**config.mk**
```make
export PLATFORM = sky130hd
export DESIGN_NAME = rlrl_pack
export DESIGN_NICKNAME = d
export VERILOG_FILES = /design/src/rtl/rlrl_pkg.sv /design/src/rtl/rlrl_pack.sv
export SDC_FILE = /design/constraint.sdc
export NUM_CORES = 1
export LEC_CHECK = 0
export BUFFER_PORTS_ARGS = -buffer_cell sky130_fd_sc_hd__buf_2
export CAP_MARGIN = 20
export CELL_PAD_IN_SITES_DETAIL_PLACEMENT = 1
export CELL_PAD_IN_SITES_GLOBAL_PLACEMENT = 2
export CORE_AREA = 2 2 164 166
export DETAILED_ROUTE_END_ITERATION = 12
export DIE_AREA = 0 0 166 168
export GPL_TIMING_DRIVEN = 0
export PLACE_DENSITY_LB_ADDON = 0.08
export SYNTH_ARGS = -nofsm -noshare
export SYNTH_HDL_FRONTEND = slang
export SYNTH_SLANG_ARGS = --single-unit
```
**constraint.sdc**
```tcl
create_clock -name vclk -period 1.3
set_input_delay 0.065 -clock vclk [all_inputs]
set_output_delay 0.065 -clock vclk [all_outputs]
set_load 0.01 [all_outputs]
```
**src/rtl/rlrl_pkg.sv**
```systemverilog
// Shared types, codes and saturation helpers for the rate-limited ring logger.
package rlrl_pkg;

	// Action codes carried on the input tuser
	localparam logic [1:0] ACT_SAMPLE = 2'd0;
	localparam logic [1:0] ACT_READ   = 2'd1;
	localparam logic [1:0] ACT_CLEAR  = 2'd2;

	// Status codes carried on the output tuser
	localparam logic [2:0] ST_SKIPPED   = 3'd0;
	localparam logic [2:0] ST_APPENDED  = 3'd1;
	localparam logic [2:0] ST_OVERWROTE = 3'd2;
	localparam logic [2:0] ST_READ_OK   = 3'd3;
	localparam logic [2:0] ST_READ_OOR  = 3'd4;
	localparam logic [2:0] ST_CLEARED   = 3'd5;

	// Configuration register indexes
	localparam logic CFG_MIN_SPEED = 1'b0;
	localparam logic CFG_INTERVAL  = 1'b1;

	// Configuration reset values
	localparam logic signed [31:0] MIN_SPEED_RST = 32'sd100;
	localparam logic [31:0]        INTERVAL_RST  = 32'd5000;

	// Saturation bounds
	localparam int S16_MIN = -32768;
	localparam int S16_MAX = 32767;
	localparam int S8_MIN  = -128;
	localparam int S8_MAX  = 127;
	localparam int SOC_MAX = 100;
	localparam int THR_MAX = 1000;

	// Field widths
	localparam int COUNT_W = 17;

	// One logged entry as it sits in the store
	typedef struct packed {
		logic [31:0]        time_ms;
		logic signed [15:0] speed;
		logic signed [15:0] bus_voltage;
		logic signed [15:0] bus_current;
		logic signed [15:0] power;
		logic [6:0]         charge;
		logic signed [7:0]  sink_temp;
		logic signed [7:0]  motor_temp;
		logic [9:0]         throttle;
	} rec_t;

	function automatic logic signed [15:0] sat16(input logic signed [31:0] v);
		logic signed [15:0] r;
		if (v < S16_MIN) begin
			r = 16'(S16_MIN);
		end else if (v > S16_MAX) begin
			r = 16'(S16_MAX);
		end else begin
			r = v[15:0];
		end
		return r;
	endfunction

	function automatic logic signed [7:0] sat8(input logic signed [31:0] v);
		logic signed [7:0] r;
		if (v < S8_MIN) begin
			r = 8'(S8_MIN);
		end else if (v > S8_MAX) begin
			r = 8'(S8_MAX);
		end else begin
			r = v[7:0];
		end
		return r;
	endfunction

	function automatic logic [6:0] sat_soc(input logic signed [31:0] v);
		logic [6:0] r;
		if (v < 0) begin
			r = 7'd0;
		end else if (v > SOC_MAX) begin
			r = 7'(SOC_MAX);
		end else begin
			r = v[6:0];
		end
		return r;
	endfunction

	function automatic logic [9:0] sat_thr(input logic signed [31:0] v);
		logic [9:0] r;
		if (v < 0) begin
			r = 10'd0;
		end else if (v > THR_MAX) begin
			r = 10'(THR_MAX);
		end else begin
			r = v[9:0];
		end
		return r;
	endfunction

endpackage

```
**src/rtl/rlrl_pack.sv**
```systemverilog
// Saturates the raw measurements of a sample beat and packs them into one store entry.
module rlrl_pack (
	input  logic [31:0]        now_ms,
	input  logic signed [31:0] speed_in,
	input  logic signed [31:0] bus_voltage_in,
	input  logic signed [31:0] bus_current_in,
	input  logic signed [31:0] power_in,
	input  logic signed [31:0] charge_in,
	input  logic signed [31:0] sink_temp_in,
	input  logic signed [31:0] motor_temp_in,
	input  logic signed [31:0] throttle_in,
	output rlrl_pkg::rec_t     rec
);

	// Clamp each measurement to its stored range
	always_comb begin
		rec.time_ms     = now_ms;
		rec.speed       = rlrl_pkg::sat16(speed_in);
		rec.bus_voltage = rlrl_pkg::sat16(bus_voltage_in);
		rec.bus_current = rlrl_pkg::sat16(bus_current_in);
		rec.power       = rlrl_pkg::sat16(power_in);
		rec.charge      = rlrl_pkg::sat_soc(charge_in);
		rec.sink_temp   = rlrl_pkg::sat8(sink_temp_in);
		rec.motor_temp  = rlrl_pkg::sat8(motor_temp_in);
		rec.throttle    = rlrl_pkg::sat_thr(throttle_in);
	end

endmodule

```
## Word level (Yosys, flattened, before mapping)

Index checks and enable logic that the tools add are counted.

| cells by class | value |
|---|---|
| order comparisons | 16 |
| mux-type cells | 16 |

Operators with widths:

| kind | count |
|---|---|
| $gt 32x16->1 const B | 4 |
| $lt 32x16->1 const B | 4 |
| $mux 16 | 8 |
| $gt 32x8->1 const B | 3 |
| $lt 32x1->1 const B | 2 |
| $lt 32x8->1 const B | 2 |
| $gt 32x11->1 const B | 1 |
| $mux 8 | 4 |
| $mux 10 | 2 |
| $mux 7 | 2 |

| word-level totals | value |
|---|---|
| input bits | 288 |
| bits in registers | 0 |
| output and inout port bits | 129 |

## Logic depth before layout (Yosys ltp)

Gate-level depths: netlist of the first run.

| logic depth | value |
|---|---|
| word-level depth | 3 |
| gate-level depth with buffers | 5 |
| gate-level depth less buffers | 4 |

## Least setup slack after synthesis of the first run

No wires, ideal clock.

| timing path | value |
|---|---|
| path type | input-to-output |
| from | input motor_temp_in[11] |
| to | output rec[10] (netlist name) |
| arrival time | 1159 ps |
| cell stages on the path | 4 |
| data required time | 1235 ps |
| slack | 76 ps |
| path buffers | 0 |
| cell sequence | nand4_1 -> or4_4 -> nor3_4 -> o2bb2ai_1 |

RTL lines:

| what | RTL line | source |
|---|---|---|
| start: declaration | rlrl_pack.sv:10 | `input logic signed [31:0] motor_temp_in,` |
| end: declaration | rlrl_pack.sv:12 | `output rlrl_pkg::rec_t rec` |

==> results.md, run 1 <==
* Core Util, Final at 20.5%
* Vias in the first global route at 4088
* DRC Markers at 0
* Die area at 0.0279 mm2
* Slew @ Worst Pin at 0.543 ns
* Clk network pwr share at 0%
* Switch share at 44.1%
* Most frequent cells in the layout: buf_2, buf_6, a21o_1
* Post-synthesis area per instance at 6.79 um2
* Tmin final at 1.46 ns
* Fillcell total at 3260
* Register area share after synthesis at 0%
* Crit path capture type: primary output
* Most area-consuming cells after synthesis: a21o_1, buf_4, nor4_1, nand4_1, o2bb2ai_1
* Final instance area at 0.00539 mm2
* Fin worst setup slack at -0.159 ns
* Final setup fails at 26
* Most common cell after layout, fill and taps aside: buf_2
* Register area at 0 um2
* Final Hold Fails at 0
* Dpl cell area at 0.00414 mm2
* Sequential Power Share at 0%
* GR met3 Demand/Resource at 2.94%
* Slew HR at 63.8%
* Layout cells sized above 1 at 76.7%
* Synth Instances at 265
* Core Area at 0.0264 mm2
* Die width at 166 um
* Final nets at 964
* CP Cell Sequence: buf_6 > nand4_1 > or4_4 > nor3_4 > o2bb2ai_1 > buf_2
* Routability cong. at 0.756
* Starting Density at 6.83%
* Pwr per Cell Area at 275 mW/mm2
* Area share of the largest cell type after synthesis at 25.0%
* Worst hold path class: in -> out
* Status: finished, violations left
* Buf+Inv Stages, Crit Path at 2
* RSZ-0062 raised after global routing: yes
* Initial antenna violation count at 3
* GRT met1 Usage at 8.60%
* DR vias at 3903
* Post-route setup TNS at -1.77 ns
* Violated checks: setup timing
* Logic pwr share at 100.0%
* P_int at 0.828 mW
* Die Height at 168 um
* Crit path required time at 1.24 ns
* Max Slew Vio Count at 0
* VDD IR-drop max at 0.103 mV
* WL/cell at 14.7 um
* Crit path kind: in -> out
* Setup Slack @ Placement at -0.391 ns
* Final Instance Count excl. Fillers at 1017
* Critical path's slowest cell: or4_4
* CLK BUF at 0
* Antenna viol nets, final at 0
* Total overflow reported by the global router at 0
* Area growth from synthesis to layout at 199%
* Critical Path Max Stage Delay at 0.55 ns
* Post-DP HPWL at 12.9 mm
* Vias/cell at 3.84
* Grt peak-use layer: met2
* Initial drt markers at 47
* Pre-Repair DR Iteration Count at 4
* Synth unique cells at 24
* Gr usage total at 9.35%
* Critical-path maximum fanout at 7
* Yosys Warn Count at 0
* Site Rows at 60
* Layout sequential cell count at 0
* Mapped Nets at 553
* Post-Route WL at 15.0 mm
* Max Clk Rate at 0.685 GHz
* Startpoint Class: input port
* Fin Hold WS at 0.313 ns
* MaxCap Viol Count at 0
* Pin count of the biggest net entering global routing at 11
* Critical path arrival at 1.39 ns
* First-pass GRT wire length at 21.5 mm
* Post-synthesis cell area at 0.00180 mm2
* GR Layer Usage met2 at 20.3%
* Yosys top cell by area: a21o_1
* Kind of cell adding the most delay to the critical path: simple AND/OR/NAND/NOR gates
* Sw power at 0.654 mW
* Period utilisation layout at 112%
* IO Pins at 417
* Total leakage power at 2.67 nW
* IO buf count at 382
* Multi-input gate area at 0.00202 mm2
* Placed cell count at 988
* Total power at 1.48 mW
* Count of hold-fix buffers inserted at cts at 0
-- power by group through the flow --
stage / combinational, mW / clock [mW] / sequential (mW)
floorplan: 0.442 / 0 / 0
global placement: 1.14 / 0 / 0
detailed placement: 1.16 / 0 / 0
CTS: 1.32 / 0 / 0
global route: 1.60 / 0.000000206 / 0
finish: 1.48 / 0.000000206 / 0
-- metal layers --
layer	part of all wire (%)	vias to the layer above	routed length (um)
li1	-	1871	-
met1	30	1830	4460
met2	60	198	8990
met3	9.6	4	1440
met4	0.45	0	68
met5	0	-	0
-- timing repair --
| action | in CTS | in global routing |
|---|---|---|
| endpoints found under the setup margin | 86 | 85 |
| pin swaps | 41 | 68 |
| resized for setup | 86 | 105 |
| setup buffers | 16 | 7 |
| cloned | 2 | 2 |
-- worst paths after layout --
check	start	endpoint	slack, ns	cells past startpoint
max	sink_temp_in[19]	rec[19]	-0.16	6
min	now_ms[15]	rec[112]	0.31	2
-- synthesized netlist by cell type, types with 4 or more instances --
cell,n
a41oi_1,4
clkbuf_1,12
nor3_1,23
nor2_1,16
buf_4,32
a21oi_1,4
nand2_1,5
and2_1,4
o2bb2ai_1,14
a21o_1,60
o41ai_2,4
buf_2,4
nor4_1,37
nand4_1,31
-- kinds of logic (layout without fill, tap and decap cells) --
logic type / after synthesis / count (layout) / synth area share (%)
AO/OA/AOI/OAI: 87 / 87 / 38.8
buffers and inverters: 49 / 458 / 17.6
AND/OR/NAND/NOR: 129 / 129 / 43.6
other: 0 / 2 / 0
-- area by class of cell --
| type | count | area share (%) |
|---|---|---|
| repair buffers | 409 | 47.8 |
| multi-input cells | 216 | 37.5 |
| well taps | 341 | 7.92 |
| plain buffers | 49 | 6.69 |
| diodes | 2 | 0.0929 |
Power figures use the tool's default switching activity.
==> run 2, diff against run 1 <==
Settings changed: GPL_ROUTABILITY_DRIVEN set to 0.
Clock period 1.3 ns to 1.45 ns, I/O delays scaled along.
==> run 2 against run 1 <==
Net effect: the flow still finishes with violations (setup timing); flip-flop and latch count unchanged; critical path depth unchanged; via count decreased by 1.9%; combinational power is 24% lower; count of clock-buffer cells in the layout unchanged; sequential share of layout area did not move; total power fell by 24%; highest routed layer unchanged.
==> results.md, run 2 (same netlist as run 1, synthesis figures left out) <==
* Status: finished, violations left
* Violated checks: setup timing
* First-pass GRT wire length at 20.8 mm
* Final Hold Fails at 0
* Layout cells sized above 1 at 72.9%
* CLK BUF at 0
* RSZ-0062 raised after global routing: yes
* Max Slew Vio Count at 0
* CP endpoint: rec[19]
* VDD IR-drop max at 0.0821 mV
* Register area at 0 um2
* Total power at 1.13 mW
* Count of hold-fix buffers inserted at cts at 0
* Core Area at 0.0264 mm2
* Critical-path maximum fanout at 7
* Critical Path Source: sink_temp_in[19]
* Dpl cell area at 0.00414 mm2
* Period utilisation layout at 102%
* Crit path required time at 1.38 ns
* Final setup fails at 11
* DRC Markers at 0
* Slew HR at 66.3%
* Tmin final at 1.47 ns
* Most frequent cells in the layout: buf_2, a21o_1, buf_4
* Die width at 166 um
* Pin count of the biggest net entering global routing at 11
* Initial drt markers at 59
* Final nets at 957
* Post-Route WL at 14.3 mm
* MaxCap Viol Count at 0
* Post-DP HPWL at 12.9 mm
* Area growth from synthesis to layout at 160%
* IO buf count at 382
* Max Clk Rate at 0.678 GHz
* Worst hold path class: in -> out
* Post-route setup TNS at -0.156 ns
* Fin Hold WS at 0.328 ns
* Final Instance Count excl. Fillers at 1012
* Die area at 0.0279 mm2
* Critical path arrival at 1.40 ns
* Setup Slack @ Placement at -0.256 ns
* Pre-Repair DR Iteration Count at 4
* Die Height at 168 um
* Placed cell count at 988
* Crit path kind: in -> out
* Core Util, Final at 17.8%
* Startpoint Class: input port
* Total overflow reported by the global router at 0
* Initial antenna violation count at 5
* Slew @ Worst Pin at 0.506 ns
* Total leakage power at 2.45 nW
* WL/cell at 14.1 um
* Site Rows at 60
* Pwr per Cell Area at 241 mW/mm2
* Most common cell after layout, fill and taps aside: buf_2
* Vias/cell at 3.78
* Crit path capture type: primary output
* Vias in the first global route at 3975
* Final instance area at 0.00468 mm2
* Gr usage total at 9.06%
* DR vias at 3828
* Starting Density at 6.83%
* IO Pins at 417
* Antenna viol nets, final at 0
* Layout sequential cell count at 0
* Fin worst setup slack at -0.0241 ns
* Fillcell total at 3315
[run 2: changes by cell type in the layout (fill, tap and decap cells not counted), moves of 2 or more]
cell / before / now
buf_6: 80 / 14
buf_2: 311 / 372
nor3_1: 12 / 22
nor3_2: 11 / 1
nor4_1: 10 / 20
nor4_4: 16 / 6
buf_4: 57 / 52
clkbuf_4: 1 / 4
diode_2: 2 / 4
nor2_1: 14 / 16
nor4b_2: 0 / 2
nor4b_4: 2 / 0
[run 2: worst max-delay path: stages]
cell,delay [ns]
buf_6,0.07
nand4_1,0.13
or4_4,0.55
nor3_4,0.27
o2bb2ai_1,0.15
buf_2,0.16
[run 2: layout make-up]
| type | instances | area (um2) | share of cell area (%) |
|---|---|---|---|
| Multi-Input combinational cell | 216 | 1770 | 37.8 |
| Buffer | 48 | 329 | 7.02 |
| Timing Repair Buffer | 403 | 2150 | 45.8 |
| Tap cell | 341 | 427 | 9.11 |
| Antenna cell | 4 | 10.0 | 0.214 |
[run 2: timing repair]
action                     CTS  global route
gates resized for setup     30            34
cloned                       0             0
setup buffers               11            10
setup endpoints to repair   59            56
pin swaps                   18            15
[run 2: worst min-delay path by stage]
| stage | from | endpoint | slack [ns] | depth (start not counted) |
|---|---|---|---|---|
| finish | now_ms[15] | rec[112] | 0.33 | 2 |
| global route | now_ms[15] | rec[112] | 0.33 | 2 |
| CTS | now_ms[15] | rec[112] | 0.33 | 2 |
| detailed placement | now_ms[29] | rec[126] | 0.33 | 2 |
| global placement | now_ms[19] | rec[116] | 0.33 | 2 |
| floorplan | charge_in[31] | rec[28] | 0.19 | 1 |
[run 2: metal layers]
| metal | vias up | wire (um) | part of all wire, % | GRT usage (%) |
|---|---|---|---|---|
| li1 | 1861 | - | - | - |
| met1 | 1761 | 4280 | 30 | 8.34 |
| met2 | 202 | 8480 | 59 | 19.5 |
| met3 | 4 | 1460 | 10 | 2.96 |
| met4 | 0 | 72 | 0.50 | 0.945 |
| met5 | - | 0 | 0 | 0 |
[run 2: where the power goes]
group / total (mW) / internal, mW / leakage (nW) / switching (mW)
Combinational: 1.13 / 0.600 / 2.45 / 0.527
Sequential: 0 / 0 / 0 / 0
Clock: 0.000000370 / 0.000000370 / 0.0000254 / 0
==> run 3, diff against run 2 <==
Clock period 1.45 ns to 1.2 ns, I/O delays scaled along.
==> run 3 against run 2 <==
Net effect: the run still ends with setup timing left; critical endpoint is now rec[18]; design area increased by 24%; combinational power is 53% higher; final cell count is essentially flat; worst setup slack got worse by 0.20 ns; global-route usage grew 1.8 points; non-clock buffer count increased by 2; wire length up 18%.
==> results.md, run 3 (same netlist as run 1, synthesis figures left out) <==
* Die area at 0.0279 mm2
* DR vias at 3958
* Most common cell after layout, fill and taps aside: buf_2
* Slew @ Worst Pin at 0.707 ns
* Sequential Power Share at 0%
* Most frequent cells in the layout: buf_2, buf_6, a21o_1
* RSZ-0062 raised after global routing: yes
* Tmin final at 1.42 ns
* First-pass GRT wire length at 24.5 mm
* Post-DP HPWL at 14.4 mm
* IO buf count at 382
* Switch share at 43.6%
* Pin count of the biggest net entering global routing at 11
* Fillcell total at 3201
* Total leakage power at 2.80 nW
* Status: finished, violations left
* IO Pins at 417
* Initial antenna violation count at 2
* Logic pwr share at 100.0%
* Die width at 166 um
* Count of hold-fix buffers inserted at cts at 0
* Min-delay src: now_ms[24]
* Sw power at 0.753 mW
* Starting Density at 6.83%
* Crit path required time at 1.14 ns
* Crit path capture type: primary output
* Clk network pwr share at 0%
* Layout cells sized above 1 at 80.0%
* Startpoint Class: input port
* Period utilisation layout at 118%
* Max Clk Rate at 0.704 GHz
* Layout sequential cell count at 0
* DRC Markers at 0
* P_int at 0.974 mW
* DRT met1 WL at 5.58 mm
* Antenna viol nets, final at 0
* Detail Route met3 WL at 1.19 mm
* Slew HR at 52.9%
* Critical Path Source: sink_temp_in[30]
* Final Hold Fails at 0
* Post-Route WL at 16.8 mm
* Vias in the first global route at 4280
* Setup Slack @ Placement at -0.977 ns
* WL/cell at 16.7 um
* Top sig layer: met4
* Total overflow reported by the global router at 0
* Placed cell count at 988
* Met2 WL at 9.87 mm
* Final setup fails at 84
* Initial drt markers at 62
* VDD IR-drop max at 0.0912 mV
* Register area at 0 um2
* Vias/cell at 3.91
* Core Area at 0.0264 mm2
* Multi-input gate area at 0.00222 mm2
* Pre-Repair DR Iteration Count at 4
* Pwr per Cell Area at 296 mW/mm2
* Fin worst setup slack at -0.221 ns
* Max Slew Vio Count at 0
* Site Rows at 60
* Worst hold path class: in -> out
* Area growth from synthesis to layout at 224%
* Critical path arrival at 1.36 ns
* Die Height at 168 um
* Crit path kind: in -> out
* CLK BUF at 0
* Gr usage total at 10.8%
* Critical-path maximum fanout at 7
* MaxCap Viol Count at 0
* Violated checks: setup timing
* Fin Hold WS at 0.304 ns
* Final Instance Count excl. Fillers at 1011
* Final nets at 959
## run 3: cell types whose count changed in the layout (fill, tap and decap cells not counted), moves of 4 or more
cell / previous run / this run
nor4_4: 6 / 14
nor4_1: 20 / 8
buf_8: 0 / 4
nor3_2: 1 / 15
o2bb2ai_1: 7 / 0
o2bb2ai_4: 0 / 7
buf_2: 372 / 270
nor4_2: 13 / 17
and2_1: 4 / 0
buf_6: 14 / 115
nor3_1: 22 / 5
and2_4: 0 / 4
## run 3: layout make-up
type                       instances  share of cell area (%)
timing repair buffer             404                    48.1
multi-input combinational        216                    38.1
tap                              341                    7.32
buffer                            49                    6.44
antenna                            1                  0.0429
## run 3: per-layer routing
metal  track usage [%]  vias up
li1                  -     1860
met1              10.7     1892
met2              23.2      196
met3              2.35       10
met4              1.25        0
met5                 0        -
## run 3: worst paths after layout
| kind | end | slack [ns] | cells past startpoint |
|---|---|---|---|
| min | rec[121] | 0.30 | 2 |
| max | rec[18] | -0.22 | 7 |
## run 3: worst max-delay path: stages
cell and delay (ns):
buf_6 0.07, nand4_1 0.10, or4_4 0.56, nor3_4 0.13, buf_6 0.18, o2bb2ai_2 0.11, buf_2 0.16
## run 3: power groups by stage
| stage | logic, mW | registers [mW] | clock network [mW] |
|---|---|---|---|
| 2_1_floorplan | 0.479 | 0 | 0 |
| 3_3_place_gp | 1.26 | 0 | 0 |
| 3_5_place_dp | 1.27 | 0 | 0 |
| 4_1_cts | 1.62 | 0 | 0 |
| 5_1_grt | 1.85 | 0 | 0.000000112 |
| 6_report | 1.73 | 0 | 0.000000112 |
## run 3: timing repair
| item | CTS | global route |
|---|---|---|
| gates resized for setup | 183 | 87 |
| pin swaps | 88 | 33 |
| setup buffers | 19 | 1 |
| endpoints found under the setup margin | 91 | 91 |
| cloned | 3 | 0 |
| endpoints found under the hold margin | 0 | 0 |
## run 3: stage by stage
step	util, %	setup TNS, ns	total power [mW]	instance area [um2]
floorplan	-	0	0.479	1800
global placement	15.7	-26.74	1.26	4140
detailed placement	15.7	-30.33	1.27	4140
CTS	20.3	-9.71	1.62	5350
global route	22.1	-14.63	1.85	5830
finish	22.1	-7.62	1.73	5830
